--- config.mk ---
export PLATFORM = sky130hd
export DESIGN_NAME = ntc_div
export DESIGN_NICKNAME = d
export VERILOG_FILES = /design/src/ntc_pkg.sv /design/src/ntc_div.sv
export SDC_FILE = /design/constraint.sdc
export NUM_CORES = 2
export LEC_CHECK = 0
export BUFFER_PORTS_ARGS = -buffer_cell sky130_fd_sc_hd__buf_2
export CORE_ASPECT_RATIO = 1.1
export CORE_MARGIN = 8
export CORE_UTILIZATION = 50
export DETAILED_ROUTE_END_ITERATION = 10
export PLACE_DENSITY = 0.66
export RECOVER_POWER = 100
export REMOVE_ABC_BUFFERS = 1
export SETUP_SLACK_MARGIN = 0.4
export SLEW_MARGIN = 10
export SYNTH_ARGS = -nofsm -noshare
export SYNTH_HDL_FRONTEND = slang
export SYNTH_SLANG_ARGS = --single-unit
--- constraint.sdc ---
create_clock -name clock -period 6.95 [get_ports clock]
set_input_delay 0 -clock clock [delete_from_list [all_inputs] [get_ports clock]]
set_output_delay 0 -clock clock [all_outputs]
set_load 0.01 [all_outputs]
--- src/ntc_pkg.sv ---
`timescale 1ns / 1ps
// Shared types, constants and the ln(1+f) table for the NTC temperature converter.
// No dependencies.
package ntc_pkg;

   localparam int ADC_BITS_DEF = 10;
   localparam int OHMS_W       = 22;
   localparam int BETA_W       = 14;
   localparam int T0_W         = 16;
   localparam int TEMP_W       = 16;
   localparam int STATUS_W     = 2;
   localparam int CSR_IDX_W    = 2;
   localparam int FRAC_W       = 20;
   localparam int TAB_W        = 16;
   localparam int QUO_W        = 16;

   localparam logic [16:0] LN2_Q16       = 17'd45426;
   localparam logic [22:0] BETA_SCALE    = 23'd6553600;   // 100 * 2^16
   localparam int          BETA_TERM_W   = BETA_W + 23;
   localparam int          NUM_W         = T0_W + BETA_W + 23;
   localparam logic [15:0] ZERO_C_CENTIK = 16'd27315;
   localparam logic [15:0] OUT_MAX       = 16'd32767;

   localparam logic [OHMS_W-1:0] SERIES_RST  = 22'd90600;
   localparam logic [OHMS_W-1:0] NOMINAL_RST = 22'd100000;
   localparam logic [BETA_W-1:0] BETA_RST    = 14'd4014;
   localparam logic [T0_W-1:0]   T0_RST      = 16'd29815;

   localparam logic [CSR_IDX_W-1:0] CSR_SERIES  = 2'd0;
   localparam logic [CSR_IDX_W-1:0] CSR_NOMINAL = 2'd1;
   localparam logic [CSR_IDX_W-1:0] CSR_BETA    = 2'd2;
   localparam logic [CSR_IDX_W-1:0] CSR_T0      = 2'd3;

   localparam logic [STATUS_W-1:0] ST_OK   = 2'd0;
   localparam logic [STATUS_W-1:0] ST_RAIL = 2'd1;
   localparam logic [STATUS_W-1:0] ST_SAT  = 2'd2;

   typedef enum logic [1:0] {
      PRE_OK   = 2'd0,
      PRE_RAIL = 2'd1,
      PRE_HOT  = 2'd2,
      PRE_COLD = 2'd3
   } pre_type;

   function automatic logic [TAB_W-1:0] ln1p(input logic [4:0] i);
      logic [TAB_W-1:0] v;
      case (i)
         5'd0:    v = 16'd0;
         5'd1:    v = 16'd3973;
         5'd2:    v = 16'd7719;
         5'd3:    v = 16'd11262;
         5'd4:    v = 16'd14624;
         5'd5:    v = 16'd17821;
         5'd6:    v = 16'd20870;
         5'd7:    v = 16'd23783;
         5'd8:    v = 16'd26573;
         5'd9:    v = 16'd29248;
         5'd10:   v = 16'd31818;
         5'd11:   v = 16'd34292;
         5'd12:   v = 16'd36675;
         5'd13:   v = 16'd38975;
         5'd14:   v = 16'd41196;
         5'd15:   v = 16'd43345;
         5'd16:   v = 16'd45426;
         default: v = 16'd0;
      endcase
      return v;
   endfunction

endpackage

--- src/ntc_div.sv ---
`timescale 1ns / 1ps
// Pipelined restoring divider: one overflow stage, then one quotient bit per
// stage. Carries a valid bit and a tag. Uses ntc_pkg.
module ntc_div #(
   parameter int RW = 56,
   parameter int DU = 38
) (
   input  logic                          clock,
   input  logic                          reset,
   input  logic                          en,
   input  logic                          in_valid,
   input  logic [RW-1:0]                 in_num,
   input  logic [DU-1:0]                 in_den,
   input  ntc_pkg::pre_type              in_tag,
   output logic                          out_valid,
   output logic [ntc_pkg::QUO_W-1:0]     out_quo,
   output logic                          out_ovf,
   output ntc_pkg::pre_type              out_tag
);
   localparam int QW = ntc_pkg::QUO_W;
   localparam int NS = QW + 1;

   logic [RW-1:0]    rem_ff [0:NS];
   logic [DU-1:0]    den_ff [0:NS];
   logic [QW-1:0]    quo_ff [0:NS];
   logic             ovf_ff [0:NS];
   ntc_pkg::pre_type tag_ff [0:NS];
   logic             vld_ff [0:NS];

   logic [RW-1:0]    rem_in [1:NS];
   logic [QW-1:0]    quo_in [1:NS];
   logic             ovf_in [1:NS];

   always_comb begin
      logic [RW-1:0] dsh;
      dsh = '0;
      for (int j = 1; j <= NS; j++) begin
         dsh = {{(RW-DU){1'b0}}, den_ff[j-1]} << (NS - j);
         rem_in[j] = rem_ff[j-1];
         quo_in[j] = quo_ff[j-1];
         ovf_in[j] = ovf_ff[j-1];
         if (j == 1) begin
            ovf_in[j] = (rem_ff[j-1] >= dsh);
         end else if (rem_ff[j-1] >= dsh) begin
            rem_in[j] = rem_ff[j-1] - dsh;
            quo_in[j] = {quo_ff[j-1][QW-2:0], 1'b1};
         end else begin
            quo_in[j] = {quo_ff[j-1][QW-2:0], 1'b0};
         end
      end
   end

   always_ff @(posedge clock) begin
      if (reset) begin
         for (int j = 0; j <= NS; j++) vld_ff[j] <= 1'b0;
      end else if (en) begin
         vld_ff[0] <= in_valid;
         for (int j = 1; j <= NS; j++) vld_ff[j] <= vld_ff[j-1];
      end
   end

   always_ff @(posedge clock) begin
      if (en) begin
         rem_ff[0] <= in_num;
         den_ff[0] <= in_den;
         quo_ff[0] <= '0;
         ovf_ff[0] <= 1'b0;
         tag_ff[0] <= in_tag;
         for (int j = 1; j <= NS; j++) begin
            rem_ff[j] <= rem_in[j];
            den_ff[j] <= den_ff[j-1];
            quo_ff[j] <= quo_in[j];
            ovf_ff[j] <= ovf_in[j];
            tag_ff[j] <= tag_ff[j-1];
         end
      end
   end

   assign out_valid = vld_ff[NS];
   assign out_quo   = quo_ff[NS];
   assign out_ovf   = ovf_ff[NS];
   assign out_tag   = tag_ff[NS];

endmodule

==> out/results.tsv <==
metric	value	unit
status	complete, but fails checks	
violations	capacitance limit, slew limit	
h-tree-depth	4	
synthToLayoutAreaGrowth	11.2	%
core_area	197000	µm²
clock_power_share	22.4	%
detailed_place_hpwl	174000	µm
relSlewSlack	-139	%
ant_nets	0	
port_buffers	119	
postLayoutCellArea	110000	µm²
avgSynthCellArea	11.1	µm²
setup_viol_count_final	0	
fin_worst_skew	0.0289	ns
crit_fanout	17	
gp_congestion	0.924	
syn_inst	8955	
crit_arrival	6.25	ns
slew_violations	1304	
hp-class	input pin to flip-flop	
grt_pass1_wl	358000	µm
tns	0	ns
worst_setup_path_start_kind	flip-flop	
wire_per_inst	19.1	µm
synth_enable_flop_cells	1805	
die_h	483	µm
vias	67200	
drt-total-wl	229000	µm
p_leak	43.3	nW
instances_no_fill	12000	
numCtsBuffers	192	
rows	171	
crit_path_cell_trace	inv_1 > ha_1 > inv_1 > fa_1 > a21oi_1 > o211ai_1 > a221oi_2 > nor3_1 > nor3_1 > nand2_1 > a31oi_1 > a2111oi_0 > o21ai_0 > nor3_1 > xor2_1	
grt_max_degree	169	
required	7.51	ns
hold_viol	0	
fp.dieArea	213000	µm²
synth-async-reset-ratio	0	%
fmax	0.176	GHz
endpoint_kind	flip-flop	
p_int	28.2	mW
drive_gt1_share	5.64	%
utilization	55.9	%
critPathKind	flip-flop to flip-flop	
drt_iter0_drc	3906	
overflow	0	
power	44.1	mW
powerDensity	400	nW/µm²
cts.root.buffer_cell	clkbuf_16	
dpl_cell_area	102000	µm²
die_w	440	µm
synthFlopType	edfxtp_1	
path_clk_slew	0.06	ns
clock_sinks	1805	
crit_path_frequent_cell	nor3_1	
ys_warn_count	0	
cpLargestDelayFamily	compound AO/OA/AOI/OAI gates	
initial_core_util	50.3	%
synth_area	99000	µm²
power_frac_seq	37.9	%
cp_num_buf_inv	2	
rsz0062_at_grt	false	
grtUsageTotal	21.0	%
synth_seq_cells	1805	
post-place-cells	11500	
vdd_drop_max	0.257	mV
grt_pass1_vias	70100	
antenna_found_initial	2	
critPathSlowestCell	a31oi_1	
fillCellCount	16300	
cts_tree	built	
fin_crit_sh	81.8	%
cap_violations	19	
p_sw_share	36.0	%
clk_latency	0.83	ns
clockBufferDepth	3	
vias_per_cell	5.60	
p_switching	15.9	mW
route.detailed.drc	0	
seq_area_frac_synth	54.7	%
firstDrtPassIters	6	
num_io_pins	120	
combPwrFrac	39.7	%
worst_pin_slew	3.59	ns
slowest_delay	1.18	ns
fin_nets	10000	
ys_types	105	
fin_crit	5.69	ns
==> cell usage after synthesis, types with 66 or more instances <==
cell type / n / area, µm²
nand2_1: 821 / 3080
nor2_1: 502 / 1880
o21bai_1: 94 / 706
edfxtp_1: 1805 / 54200
inv_1: 825 / 3100
nor4_1: 83 / 519
nor2b_1: 84 / 526
a31oi_1: 66 / 413
nor3_1: 115 / 576
a21oi_1: 734 / 3670
ha_1: 646 / 8080
a21o_1: 355 / 2670
clkbuf_1: 203 / 762
xnor2_1: 355 / 3110
nand2b_1: 93 / 582
o21a_1: 77 / 578
mux2_2: 68 / 766
nand3_1: 151 / 756
o21ai_0: 669 / 3350
xor2_1: 297 / 2600
nand4_1: 149 / 932
==> layout make-up <==
type	instances	area (µm²)	share of cell area [%]
Antenna cell	3	7.51	0.00682
Clock buffer	231	4970	4.52
Clock inverter	113	1100	1.00
Inverter	825	3100	2.81
Multi-Input combinational cell	6048	40500	36.8
Sequential cell	1805	54200	49.2
Tap cell	2595	3250	2.95
Timing Repair Buffer	379	2990	2.71
==> per-stage QoR <==
step	setup slack (ns)	hold WS [ns]
floorplan	0.816	0.0989
global placement	2.02	0.176
detailed placement	2.07	0.178
CTS	2.06	0.273
global route	0.992	0.376
finish	1.26	0.366
==> sequential cells by signal, indices dropped and copies added, names as in the netlist <==
| name | flops |
|---|---|
| quo_ff | 136 |
| den_ff | 646 |
| rem_ff | 952 |
| ovf_ff | 17 |
| vld_ff | 18 |
| tag_ff | 36 |
==> power groups by stage <==
stage                     Clock (mW)  Sequential (mW)  Combinational, mW
final                           9.89             16.7               17.5
after global routing            10.6             16.9               19.3
after CTS                       10.2             16.6               17.4
after detailed placement           0             16.9               17.3
after global placement             0             16.8               17.0
after floorplan                    0             16.3               13.0
==> worst register-to-register path: cells and delay by family, from the launching register on <==
| kind | cells | cell delay (ns) |
|---|---|---|
| AOI/OAI and AO/OA | 6 | 2.92 |
| DFF | 1 | 0.38 |
| xor gates and xnor gates | 1 | 0.16 |
| adders and majority gates | 2 | 0.56 |
| and+or+nand+nor | 4 | 1.32 |
| buffers and inverters | 2 | 0.12 |
==> metal layers <==
metal	vias to the layer above	routed length [µm]	global-route usage, %
met2	1600	123000	42.0
met1	31400	78600	19.0
met5	-	0	0
li1	33400	-	-
met3	811	6670	2.65
met4	0	20300	15.8
==> cells in the final DEF, fill, tap and decap left out, types with 32 or more instances in the layout <==
master and n:
a211oi_1 57, a21o_1 355, a21oi_1 735, a31oi_1 68
and3_1 36, buf_2 98, clkbuf_1 84, clkbuf_16 193
clkinv_1 43, clkinv_2 32, dlygate4sd3_1 197, edfxtp_1 1805
ha_1 646, inv_1 825, mux2_2 65, nand2_1 820
nand2b_1 93, nand3_1 151, nand4_1 149, nor2_1 502
nor2b_1 84, nor3_1 113, nor4_1 78, o211ai_1 32
o21a_1 78, o21ai_0 682, o21bai_1 94, o31ai_1 49
or3_1 36, xnor2_1 355, xor2_1 297
==> worst paths after layout <==
path / slack (ns) / startpoint / cells after the start / to
setup / recovery: 1.26 / rem_ff[10][6]$_DFFE_PP_ / 15 / rem_ff[11][47]$_DFFE_PP_
hold / removal: 0.37 / reset / 4 / vld_ff[0][17]$_DFFE_PP_
setup reg to reg: 1.26 / rem_ff[10][6]$_DFFE_PP_ / 15 / rem_ff[11][47]$_DFFE_PP_
hold reg to reg: 0.41 / quo_ff[10][7]$_DFFE_PP_ / 0 / quo_ff[11][8]$_DFFE_PP_
==> kinds of logic after synthesis <==
logic type / synth area share [%]
AND/OR/NAND/NOR: 10.7
AO/OA/AOI/OAI: 15.2
multiplexers: 0.834
flip-flops: 54.7
adder cells (fa/ha/maj): 8.47
buffers and inverters: 4.26
XOR/XNOR: 5.77
==> repair_timing <==
action                                  4_1_cts  5_1_grt
endpoints found under the hold margin       397        0
resized for setup                             0        0
setup buffers                                 0        0
hold buffers                                197        0
endpoints found under the setup margin        0        0
Power figures use the tool's default switching activity.
