$ cat src/ntc_pkg.sv
`timescale 1ns / 1ps
// Shared types, constants and the ln(1+f) table for the NTC temperature converter.
// No dependencies.
package ntc_pkg;

   localparam int ADC_BITS_DEF = 10;
   localparam int OHMS_W       = 22;
   localparam int BETA_W       = 14;
   localparam int T0_W         = 16;
   localparam int TEMP_W       = 16;
   localparam int STATUS_W     = 2;
   localparam int CSR_IDX_W    = 2;
   localparam int FRAC_W       = 20;
   localparam int TAB_W        = 16;
   localparam int QUO_W        = 16;

   localparam logic [16:0] LN2_Q16       = 17'd45426;
   localparam logic [22:0] BETA_SCALE    = 23'd6553600;   // 100 * 2^16
   localparam int          BETA_TERM_W   = BETA_W + 23;
   localparam int          NUM_W         = T0_W + BETA_W + 23;
   localparam logic [15:0] ZERO_C_CENTIK = 16'd27315;
   localparam logic [15:0] OUT_MAX       = 16'd32767;

   localparam logic [OHMS_W-1:0] SERIES_RST  = 22'd90600;
   localparam logic [OHMS_W-1:0] NOMINAL_RST = 22'd100000;
   localparam logic [BETA_W-1:0] BETA_RST    = 14'd4014;
   localparam logic [T0_W-1:0]   T0_RST      = 16'd29815;

   localparam logic [CSR_IDX_W-1:0] CSR_SERIES  = 2'd0;
   localparam logic [CSR_IDX_W-1:0] CSR_NOMINAL = 2'd1;
   localparam logic [CSR_IDX_W-1:0] CSR_BETA    = 2'd2;
   localparam logic [CSR_IDX_W-1:0] CSR_T0      = 2'd3;

   localparam logic [STATUS_W-1:0] ST_OK   = 2'd0;
   localparam logic [STATUS_W-1:0] ST_RAIL = 2'd1;
   localparam logic [STATUS_W-1:0] ST_SAT  = 2'd2;

   typedef enum logic [1:0] {
      PRE_OK   = 2'd0,
      PRE_RAIL = 2'd1,
      PRE_HOT  = 2'd2,
      PRE_COLD = 2'd3
   } pre_type;

   function automatic logic [TAB_W-1:0] ln1p(input logic [4:0] i);
      logic [TAB_W-1:0] v;
      case (i)
         5'd0:    v = 16'd0;
         5'd1:    v = 16'd3973;
         5'd2:    v = 16'd7719;
         5'd3:    v = 16'd11262;
         5'd4:    v = 16'd14624;
         5'd5:    v = 16'd17821;
         5'd6:    v = 16'd20870;
         5'd7:    v = 16'd23783;
         5'd8:    v = 16'd26573;
         5'd9:    v = 16'd29248;
         5'd10:   v = 16'd31818;
         5'd11:   v = 16'd34292;
         5'd12:   v = 16'd36675;
         5'd13:   v = 16'd38975;
         5'd14:   v = 16'd41196;
         5'd15:   v = 16'd43345;
         5'd16:   v = 16'd45426;
         default: v = 16'd0;
      endcase
      return v;
   endfunction

endpackage

$ cat src/ntc_ln.sv
`timescale 1ns / 1ps
// Three-stage natural log in Q16: leading-one search, table lookup with
// interpolation product, final sum. Uses ntc_pkg.
module ntc_ln #(
   parameter int XW = 32
) (
   input  logic                                         clock,
   input  logic                                         en,
   input  logic [XW-1:0]                                x,
   output logic [$clog2((XW+1)*ntc_pkg::LN2_Q16)-1:0]   y
);
   localparam int YW = $clog2((XW+1)*ntc_pkg::LN2_Q16);
   localparam int PW = $clog2(XW);

   logic [XW-1:0]               x1_ff;
   logic [PW-1:0]               p1_ff, p_in;
   logic [YW-1:0]               base2_ff, base2_in;
   logic [28:0]                 prod2_ff, prod2_in;
   logic [YW-1:0]               y3_ff;
   logic [XW-1:0]               shifted;
   logic [ntc_pkg::FRAC_W-1:0]  frac;
   logic [4:0]                  idx;
   logic [ntc_pkg::TAB_W-1:0]   t_lo, t_hi;
   logic [12:0]                 d;

   always_comb begin
      p_in = '0;
      for (int k = 0; k < XW; k++) begin
         if (x[k]) p_in = PW'(k);
      end
   end

   always_comb begin
      shifted  = x1_ff << (PW'(XW-1) - p1_ff);
      frac     = shifted[XW-2 -: ntc_pkg::FRAC_W];
      idx      = {1'b0, frac[19:16]};
      t_lo     = ntc_pkg::ln1p(idx);
      t_hi     = ntc_pkg::ln1p(idx + 5'd1);
      d        = 13'(t_hi - t_lo);
      prod2_in = 29'(d * frac[15:0]);
      base2_in = YW'(p1_ff * ntc_pkg::LN2_Q16) + YW'(t_lo);
   end

   always_ff @(posedge clock) begin
      if (en) begin
         x1_ff    <= x;
         p1_ff    <= p_in;
         base2_ff <= base2_in;
         prod2_ff <= prod2_in;
         y3_ff    <= base2_ff + YW'((prod2_ff + 29'd32768) >> 16);
      end
   end

   assign y = y3_ff;

endmodule

$ cat config.mk
export PLATFORM = sky130hd
export DESIGN_NAME = ntc_ln
export DESIGN_NICKNAME = d
export VERILOG_FILES = /design/src/ntc_pkg.sv /design/src/ntc_ln.sv
export SDC_FILE = /design/constraint.sdc
export NUM_CORES = 1
export LEC_CHECK = 0
export BUFFER_PORTS_ARGS = -buffer_cell sky130_fd_sc_hd__buf_2
export CAP_MARGIN = 20
export CORE_UTILIZATION = 30
export CTS_CLUSTER_SIZE = 8
export DETAILED_ROUTE_END_ITERATION = 6
export GPL_TIMING_DRIVEN = 0
export MAX_ROUTING_LAYER = met4
export PLACE_DENSITY_LB_ADDON = 0.3
export SLEW_MARGIN = 10
export SYNTH_ARGS = -nofsm -noshare
export SYNTH_HDL_FRONTEND = slang
export SYNTH_SLANG_ARGS = --single-unit
$ cat constraint.sdc
create_clock -name clock -period 15.3 [get_ports clock]
set_input_delay 0.765 -clock clock [delete_from_list [all_inputs] [get_ports clock]]
set_output_delay 0.765 -clock clock [all_outputs]
set_load 0.03 [all_outputs]
==> flow_summary.rst, run 1 <==
.. list-table::
   :header-rows: 1

   * - Metric
     - Value
   * - Run status
     - finished, final reports clean
   * - Dominant register cell in the synthesized netlist
     - sky130_fd_sc_hd__edfxtp_1
   * - Number of gates resized after CTS
     - 0
   * - Synth area leader
     - sky130_fd_sc_hd__fa_1
   * - Data arrival time at the worst-slack endpoint
     - between 10 and 15 ns
   * - Total routing resource utilization after global routing
     - 0.168
   * - CP max-delay cell
     - sky130_fd_sc_hd__edfxtp_1
   * - Cell at the root of the clock tree
     - sky130_fd_sc_hd__clkbuf_16
   * - Part of the cycle the worst path needs
     - 0.834
   * - Worst Max-Slew Pin Slew
     - 0.992 ns
   * - Highest achievable clock rate
     - 78.4 MHz
   * - Peak per-stage delay on the critical path
     - 0.86 ns
   * - Crit-path max FO
     - 13
   * - Net count after synthesis
     - 1982
   * - Iteration-0 DRC Markers
     - 648
   * - Final standard cell count with taps included and fillers excluded
     - ~2400
   * - Category of the worst setup path capture point
     - flip-flop
   * - Die width
     - roughly 230 um
   * - Initial antenna violation count
     - 0
   * - Most common cell in the netlist
     - sky130_fd_sc_hd__inv_1
   * - Vias per cell
     - 4.95
   * - Maximum capacitance violations
     - 0
   * - # placed instances
     - 2351
   * - Maximum number of pins on one net before global-route repair
     - 57
   * - Most numerous cell types in the synthesized netlist
     - sky130_fd_sc_hd__inv_1, sky130_fd_sc_hd__nand2_1, sky130_fd_sc_hd__fa_1
   * - Syn avg cell area
     - 9.16 um2
   * - Y dimension of the die
     - 225 um
   * - Max H-tree Level
     - 3
   * - Category of the most critical setup path
     - flip-flop to flip-flop
   * - Critical path data required time
     - 15.43 ns
   * - Synthesized flop and latch total
     - 92
   * - CTS tree
     - built
   * - Post-CTS Setup Repair Bufs
     - 0
   * - Count of clock tree sinks
     - 92
   * - Setup TNS
     - 0 ns
   * - CP Launch Type
     - flip-flop
   * - Max-slew headroom
     - 0.334
   * - Dpl hpwl
     - 32700 um
   * - Post-synthesis instance total
     - 1632
   * - Floorplan row count
     - 81
   * - Clock edge transition at the registers on the reported setup and hold paths
     - 0.08 ns
   * - Total gr overflow
     - 0
   * - Maximum root-to-sink buffer count
     - 2
   * - Warning count from the yosys run
     - 0
   * - Part of the Yosys area used for sequential elements
     - 0.185
   * - Post-synth EDFFs
     - 92
   * - Number of global-route vias before repair
     - 11800
   * - Post-DR wirelength/cell
     - 16.8 um
   * - Quantity of hold-fixing buffers added after cts
     - 0
   * - Area growth from synthesis to layout
     - 9.69%
   * - Core ar.
     - 0.0491 mm2
   * - GP Congestion
     - 0.915
   * - Fraction of final layout cells with drive strength greater than 1
     - 0.0786
   * - Number of top-level design ports
     - 55
   * - Area occupied by registers
     - 0.00276 mm2
   * - Fillcell total
     - 5138
   * - Yosys top cell area share
     - 0.220
   * - Final critical path time including I/O delays and setup
     - ~13 ns
   * - Multi-input gate area in the final layout
     - 0.0110 mm2
   * - Antenna Cells
     - 0
   * - Number of nets still failing antenna checks after routing
     - 0
   * - Number of input and output port buffers inserted
     - 54
   * - Total Nets Final
     - 2049
   * - Worst clock skew
     - 0.00995 ns
   * - Top area cells in the synthesized netlist
     - sky130_fd_sc_hd__fa_1, sky130_fd_sc_hd__edfxtp_1, sky130_fd_sc_hd__ha_1, sky130_fd_sc_hd__inv_1, sky130_fd_sc_hd__nand2_1
   * - Path category of the worst min-delay check
     - flip-flop to flip-flop
   * - Overall die area
     - 0.0507 mm2
   * - Routed vias
     - 11700
   * - Unrepaired setup endpoints after global routing
     - no
   * - Number of library cell types mapped by synthesis
     - 77
   * - Share of synthesized registers carrying an async set or reset
     - 0
   * - Initial Utilization
     - 0.305
   * - Skew-Pair Late Insertion Delay
     - 0.38 ns
   * - Most numerous cell on the critical path
     - sky130_fd_sc_hd__ha_1
   * - Netlist Area Pre-Place
     - 0.0149 mm2
   * - Final Routed Wirelength
     - 39700 um
   * - First-pass GRT wire length
     - 64200 um
   * - DRC violation count after routing
     - 0
   * - Length of the first detailed-routing pass in iterations
     - 7
   * - Number of endpoints failing setup at the final stage
     - 0
   * - Number of max-slew violations in the final report
     - 0
   * - Final-report hold violation count
     - 0
   * - Cts bufs inserted
     - 9
-- stage by stage --
| step | setup WS [ns] | utilization | hold WS [ns] | instance area (um2) |
|---|---|---|---|---|
| 6_report | 2.54 | 0.334 | 0.564 | 16400 |
| 5_1_grt | 1.63 | 0.334 | 0.567 | 16400 |
| 4_1_cts | 2.43 | 0.334 | 0.553 | 16400 |
| 3_5_place_dp | 2.45 | 0.328 | 0.554 | 16100 |
| 3_3_place_gp | 2.40 | 0.327 | 0.561 | 16000 |
| 2_1_floorplan | 4.89 | - | 0.526 | 14900 |
-- cell usage in the layout (no fill, tap or decap), drive strengths merged, types with 30 or more instances in the layout --
cell type	n
nand2	209
xnor2	61
clkbuf	55
nand3	39
buf	73
a21oi	82
a21o	30
o21ai	53
and2	40
ha	152
edfxtp	92
inv	234
fa	164
nor2	115
-- cell families (layout without fill, tap and decap cells) --
| group | count (synthesis) | in the layout | synth area share |
|---|---|---|---|
| AO/OA/AOI/OAI | 263 | 263 | 0.115 |
| XOR/XNOR | 90 | 90 | 0.0533 |
| adder cells (fa/ha/maj) | 316 | 316 | 0.347 |
| buffers and inverters | 293 | 365 | 0.0788 |
| flip-flops | 92 | 92 | 0.185 |
| multiplexers | 51 | 51 | 0.0579 |
| AND/OR/NAND/NOR | 527 | 527 | 0.163 |
-- registers in the layout, indices dropped and copies added (netlist names) --
| register | count |
|---|---|
| base2_ff | 21 |
| p1_ff | 5 |
| prod2_ff | 14 |
| x1_ff | 31 |
| y | 21 |
-- layout make-up --
| type | count | area share |
|---|---|---|
| sequential | 92 | 0.169 |
| clock inverter | 7 | 0.00527 |
| multi-input combinational | 1247 | 0.671 |
| inverter | 230 | 0.0531 |
| tap | 664 | 0.0507 |
| buffer | 63 | 0.0187 |
| clock buffer | 9 | 0.0137 |
| timing repair buffer | 56 | 0.0186 |
-- layer usage --
layer / track usage / part of all wire
met1: 0.225 / 0.47
met2: 0.264 / 0.46
met3: 0.0284 / 0.054
met4: 0.0380 / 0.015
met5: - / 0
-- worst max-delay path: cells and delay by family, from the launching register on --
kind                       cells  cell delay, ns
and+or+nand+nor                8            1.12
adders and majority gates      9            3.61
buffers and inverters         11            2.87
muxes                          1            0.28
AOI/OAI and AO/OA             15            3.25
xor gates and xnor gates       2            0.48
DFF                            1            0.86
-- worst paths after layout --
check                                            start                      to  slack (ns)  cells past startpoint
worst max-delay path            p1_ff[1]$_SDFFCE_PP1P_  prod2_ff[27]$_DFFE_PP_        2.54                     46
worst min-delay path            base2_ff[20]$_DFFE_PP_         y[20]$_DFFE_PP_        0.56                      1
worst max register to register  p1_ff[1]$_SDFFCE_PP1P_  prod2_ff[27]$_DFFE_PP_        2.54                     46
worst min register to register  base2_ff[20]$_DFFE_PP_         y[20]$_DFFE_PP_        0.56                      1
Power of run 1 is left out: the tool's default activity adds up to more than one toggle a clock period on the data nets, which glitch-free logic cannot reach.
==> inputs of run 2 (changes only) <==
==> constraint.sdc (replaced) <==
create_clock -name clock -period 10.4 [get_ports clock]
set_input_delay 0.52 -clock clock [delete_from_list [all_inputs] [get_ports clock]]
set_output_delay 0.52 -clock clock [all_outputs]
set_load 0.03 [all_outputs]
==> run 2 against run 1 <==
Effect of this change: first-iteration DRC count shrank 5.9%; core utilization grew 2.6 points; non-clock buffer count grew 78; wire length grew 4.6%; design area grew 7.8%; count of clock-buffer cells in the layout is the same; fmax grew 27%; critical endpoint is now prod2_ff[23]$_DFFE_PP_.
==> flow_summary.rst, run 2 (synthesized netlist as in run 1, its figures left out) <==
.. list-table::
   :header-rows: 1

   * - Metric
     - Value
   * - GP Congestion
     - 0.895
   * - Minimum hold slack
     - 0.331 ns
   * - CP max-delay cell
     - sky130_fd_sc_hd__fa_1
   * - Number of global-route vias before repair
     - 12000
   * - Flip-flop count of the largest register after layout
     - 31
   * - Number of input and output port buffers inserted
     - 54
   * - Antenna Cells
     - 0
   * - Number of endpoints failing setup at the final stage
     - 0
   * - Register-to-Register Path Depth
     - 43
   * - Quantity of hold-fixing buffers added after cts
     - 0
   * - Crit path to
     - prod2_ff[23]$_DFFE_PP_
   * - Top register by number of flip-flops
     - x1_ff
   * - Most frequent cells in the layout
     - sky130_fd_sc_hd__inv_1, sky130_fd_sc_hd__nand2_1, sky130_fd_sc_hd__fa_1, sky130_fd_sc_hd__ha_1, sky130_fd_sc_hd__nor2_1
   * - Setup TNS
     - 0 ns
   * - Run status
     - finished, final reports clean
   * - Count of clock tree sinks
     - between 90 and 100
   * - Maximum root-to-sink buffer count
     - 2
   * - Clock edge transition at the registers on the reported setup and hold paths
     - approximately 0.080 ns
   * - Worst clock skew
     - between 0.008 and 0.009 ns
   * - Logic depth of the worst path, buffers included
     - 43
   * - Final Routed Wirelength
     - 41500 um
   * - Core ar.
     - approximately 0.049 mm2
   * - Overall die area
     - between 0.05 and 0.06 mm2
   * - WP buf/inv
     - 10
   * - Peak per-stage delay on the critical path
     - 0.56 ns
   * - Max-slew headroom
     - 0.388
   * - Final-report hold violation count
     - 0
   * - Vias per cell
     - ~5
   * - Most numerous cell on the critical path
     - sky130_fd_sc_hd__fa_1
   * - Most common cell after layout, fill and taps aside
     - sky130_fd_sc_hd__inv_1
   * - Cts bufs inserted
     - 9
   * - Cell at the root of the clock tree
     - sky130_fd_sc_hd__clkbuf_16
   * - Length of the first detailed-routing pass in iterations
     - 5
   * - Part of the cycle the worst path needs
     - 0.966
   * - Total Nets Final
     - 2127
   * - Dpl hpwl
     - 32800 um
   * - Data arrival time at the worst-slack endpoint
     - 10.18 ns
   * - Maximum number of pins on one net before global-route repair
     - 57
   * - Initial antenna violation count
     - 0
   * - First-pass GRT wire length
     - 65600 um
   * - Iteration-0 DRC Markers
     - 610
   * - Crit-path max FO
     - 10
   * - Register-to-Register Setup Slack
     - roughly 0.35 ns
   * - Number of top-level design ports
     - between 50 and 60
   * - Critical path data required time
     - about 11 ns
   * - CP Launch Type
     - flip-flop
   * - Terminus of the critical flop-to-flop path
     - prod2_ff[23]$_DFFE_PP_
   * - Initial Utilization
     - 0.305
   * - Maximum capacitance violations
     - 0
   * - Family of cells with the greatest summed delay on the critical path
     - adder cells
   * - Routed vias
     - 12000
   * - Total routing resource utilization after global routing
     - 0.171
   * - Worst Max-Slew Pin Slew
     - 0.914 ns
   * - Number of max-slew violations in the final report
     - 0
   * - Path category of the worst min-delay check
     - input port to flip-flop
   * - Max H-tree Level
     - 3
   * - # placed instances
     - between 2000 and 2500
   * - Highest achievable clock rate
     - 99.5 MHz
   * - CTS tree
     - built
   * - Floorplan row count
     - between 80 and 90
   * - DRC violation count after routing
     - 0
   * - Reg-to-reg startpoint
     - p1_ff[1]$_SDFFCE_PP1P_
   * - Area growth from synthesis to layout
     - 18.3%
   * - Die width
     - about 230 um
   * - Final critical path time including I/O delays and setup
     - 10.05 ns
   * - Total gr overflow
     - 0
   * - Fraction of final layout cells with drive strength greater than 1
     - 0.177
   * - Skew-Pair Late Insertion Delay
     - about 0.38 ns
   * - Category of the worst setup path capture point
     - flip-flop
   * - First element of the critical path
     - p1_ff[1]$_SDFFCE_PP1P_
   * - Number of nets still failing antenna checks after routing
     - 0
   * - Category of the most critical setup path
     - flip-flop to flip-flop
   * - Final standard cell count with taps included and fillers excluded
     - 2446
   * - Post-DR wirelength/cell
     - between 15 and 20 um
   * - Y dimension of the die
     - 225 um
run 2: worst min-delay path by stage:
stage | slack (ns) | cells past startpoint | from | to
2_1_floorplan | 0.53 | 1 | base2_ff[0]$_DFFE_PP_ | y[0]$_DFFE_PP_
5_1_grt | 0.31 | 1 | x[0] | x1_ff[0]$_DFFE_PP_
3_3_place_gp | 0.56 | 1 | base2_ff[20]$_DFFE_PP_ | y[20]$_DFFE_PP_
6_report | 0.33 | 1 | x[1] | x1_ff[1]$_DFFE_PP_
3_5_place_dp | 0.58 | 1 | base2_ff[20]$_DFFE_PP_ | y[20]$_DFFE_PP_
4_1_cts | 0.31 | 1 | x[0] | x1_ff[0]$_DFFE_PP_
run 2: worst reg2reg max path, delay by kind of cell, from the launching register on:
| kind | cells | cell delay (ns) |
|---|---|---|
| compound gates | 10 | 2.24 |
| xor+xnor | 2 | 0.33 |
| fa+ha+maj | 8 | 3.29 |
| buf+inv | 10 | 1.30 |
| flops | 1 | 0.50 |
| mux | 1 | 0.33 |
| simple gates | 12 | 1.86 |
run 2: area by class of cell:
class | count | area, um2
Multi-Input combinational cell | 1247 | 11500
Inverter | 230 | 888
Timing Repair Buffer | 136 | 981
Fill cell | 5027 | 31400
Clock buffer | 9 | 225
Buffer | 61 | 418
Clock inverter | 7 | 86.3
Sequential cell | 92 | 2760
Tap cell | 664 | 831
run 2: metrics by stage:
step,worst slack [ns],instance area [um2],utilization
floorplan,0.153,14900,-
global placement,-2.22,16000,0.327
detailed placement,-2.31,16100,0.328
CTS,0.0163,16700,0.341
global route,-0.0856,17700,0.360
finish,0.349,17700,0.360
run 2: routing by layer:
metal / part of all wire / track usage / vias up / routed length (um)
li1: - / - / 5780 / -
met5: 0 / - / - / 0
met3: 0.042 / 0.0206 / 47 / 1760
met4: 0.018 / 0.0402 / 0 / 731
met2: 0.47 / 0.275 / 315 / 19600
met1: 0.47 / 0.228 / 5897 / 19400
run 2: timing repair:
| action | CTS | global route |
|---|---|---|
| cloned | 0 | 2 |
| endpoints found under the hold margin | 0 | 0 |
| gates resized for setup | 63 | 109 |
| pin swaps | 9 | 46 |
| buffers inserted | 18 | 61 |
| endpoints found under the setup margin | 14 | 14 |
Power of run 2 is left out for the same reason.
==> inputs of run 3 (changes only) <==
--- a/config.mk
+++ b/config.mk
@@ -5,8 +5,9 @@
 export SDC_FILE = /design/constraint.sdc
 export NUM_CORES = 1
 export LEC_CHECK = 0
-export BUFFER_PORTS_ARGS = -buffer_cell sky130_fd_sc_hd__buf_2
+export BUFFER_PORTS_ARGS = -buffer_cell sky130_fd_sc_hd__buf_4
 export CAP_MARGIN = 20
+export CORE_MARGIN = 4
 export CORE_UTILIZATION = 30
 export CTS_CLUSTER_SIZE = 8
 export DETAILED_ROUTE_END_ITERATION = 6
==> run 3 against run 2 <==
Effect of this change: clock skew barely moved; global-route usage shrank 1.4 points; critical endpoint is now prod2_ff[19]$_DFFE_PP_; hold slack got worse by 0.0022 ns.
==> flow_summary.rst, run 3 (synthesized netlist as in run 1, its figures left out) <==
.. list-table::
   :header-rows: 1

   * - Metric
     - Value
   * - Count of clock tree sinks
     - 92
   * - Highest achievable clock rate
     - 99.9 MHz
   * - Logic depth of the worst path, buffers included
     - 41
   * - Category of the most critical setup path
     - flip-flop to flip-flop
   * - Run status
     - finished, final reports clean
   * - # placed instances
     - 2350
   * - Max H-tree Level
     - 3
   * - Number of cells on the worst hold path
     - 1
   * - GP Congestion
     - approximately 0.9
   * - Number of max-slew violations in the final report
     - 0
   * - Final standard cell count with taps included and fillers excluded
     - 2399
   * - Peak per-stage delay on the critical path
     - 0.59 ns
   * - Critical path data required time
     - 10.53 ns
   * - Floorplan row count
     - 81
   * - Final-report hold violation count
     - 0
   * - Maximum root-to-sink buffer count
     - 2
   * - Most frequent cells in the layout
     - sky130_fd_sc_hd__inv_1, sky130_fd_sc_hd__nand2_1, sky130_fd_sc_hd__fa_1, sky130_fd_sc_hd__ha_1, sky130_fd_sc_hd__nor2_1
   * - Core ar.
     - 0.0491 mm2
   * - Cts bufs inserted
     - 9
   * - Max-slew headroom
     - 0.406
   * - Register-to-Register Path Depth
     - 41
   * - Clock edge transition at the registers on the reported setup and hold paths
     - roughly 0.070 ns
   * - Length of the first detailed-routing pass in iterations
     - 5
   * - Top register by number of flip-flops
     - x1_ff
   * - Final Routed Wirelength
     - 40000 um
   * - Vias per cell
     - 4.90
   * - Area growth from synthesis to layout
     - 14.3%
   * - Crit-path max FO
     - 10
   * - Fraction of final layout cells with drive strength greater than 1
     - 0.134
   * - Path category of the worst min-delay check
     - input port to flip-flop
   * - Flip-flop count of the largest register after layout
     - 31
   * - Worst clock skew
     - 0.00805 ns
   * - Antenna Cells
     - 0
   * - DRC violation count after routing
     - 0
   * - CP Launch Type
     - flip-flop
   * - Final critical path time including I/O delays and setup
     - 10.01 ns
   * - Initial Utilization
     - 0.305
   * - Setup TNS
     - 0 ns
   * - Iteration-0 DRC Markers
     - 656
   * - CP max-delay cell
     - sky130_fd_sc_hd__fa_1
   * - Total Nets Final
     - 2080
   * - Post-DR wirelength/cell
     - 16.7 um
   * - Initial antenna violation count
     - 0
   * - Number of nets still failing antenna checks after routing
     - 0
   * - Total routing resource utilization after global routing
     - 0.157
   * - Most numerous cell on the critical path
     - sky130_fd_sc_hd__fa_1
   * - Dpl hpwl
     - 32300 um
   * - Number of top-level design ports
     - 55
   * - Register-to-Register Setup Slack
     - slightly below 0.4 ns
   * - Die width
     - around 230 um
   * - Cell at the root of the clock tree
     - sky130_fd_sc_hd__clkbuf_16
   * - Family of cells with the greatest summed delay on the critical path
     - adder cells
   * - Worst Max-Slew Pin Slew
     - 0.888 ns
   * - Number of input and output port buffers inserted
     - 54
   * - Number of global-route vias before repair
     - 11900
   * - Y dimension of the die
     - 231 um
   * - Routed vias
     - 11800
   * - Maximum number of pins on one net before global-route repair
     - between 90 and 100
   * - CTS tree
     - built
   * - Number of endpoints failing setup at the final stage
     - 0
   * - Data arrival time at the worst-slack endpoint
     - 10.14 ns
   * - WP buf/inv
     - 9
   * - First-pass GRT wire length
     - 65300 um
   * - Skew-Pair Late Insertion Delay
     - around 0.38 ns
   * - Total gr overflow
     - 0
   * - Most common cell after layout, fill and taps aside
     - sky130_fd_sc_hd__inv_1
   * - Part of the cycle the worst path needs
     - 0.963
   * - Category of the worst setup path capture point
     - flip-flop
   * - Maximum capacitance violations
     - 0
   * - Overall die area
     - 0.0534 mm2
-- run 3: final timing paths --
check                                              end                   start
worst max register to register  prod2_ff[19]$_DFFE_PP_  p1_ff[1]$_SDFFCE_PP1P_
worst min register to register         y[20]$_DFFE_PP_  base2_ff[20]$_DFFE_PP_
worst min-delay path                x1_ff[0]$_DFFE_PP_                    x[0]
worst max-delay path            prod2_ff[19]$_DFFE_PP_  p1_ff[1]$_SDFFCE_PP1P_
-- run 3: worst register-to-register path, delay by kind of cell, from the launching register on --
family                     cells  cell delay, ns
xor gates and xnor gates       3            0.38
adders and majority gates      8            3.71
buffers and inverters          9            1.25
DFF                            1            0.44
and+or+nand+nor                9            1.35
muxes                          3            1.05
AOI/OAI and AO/OA              9            1.59
-- run 3: area by class of cell --
class	count	area (um2)
clock inverter	7	91.3
inverter	230	881
buffer	61	368
sequential	92	2760
timing repair buffer	89	718
tap	664	831
clock buffer	9	225
multi-input combinational	1247	11200
fill	5154	32000
-- run 3: layer usage --
layer | wire (um) | GRT usage | vias to the layer above | part of all wire
li1 | - | - | 5676 | -
met1 | 19100 | 0.218 | 5763 | 0.48
met2 | 18300 | 0.244 | 279 | 0.46
met3 | 1730 | 0.0203 | 46 | 0.043
met4 | 758 | 0.0408 | 0 | 0.019
met5 | 0 | - | - | 0
-- run 3: per-stage QoR --
stage | setup WS [ns] | hold slack (ns) | utilization | area, um2
final | 0.385 | 0.328 | 0.348 | 17100
after global routing | -0.0474 | 0.316 | 0.348 | 17100
after CTS | 0.00221 | 0.302 | 0.343 | 16800
after detailed placement | -2.13 | 0.591 | 0.330 | 16200
after global placement | -2.14 | 0.560 | 0.330 | 16200
after floorplan | 0.153 | 0.526 | - | 14900
-- run 3: timing repair --
item	in CTS	in global routing
gates resized for setup	56	51
pin swaps	6	14
buffers inserted	15	18
setup endpoints to repair	14	14
cloned	0	1
hold buffers	0	0
Power of run 3 is left out for the same reason.
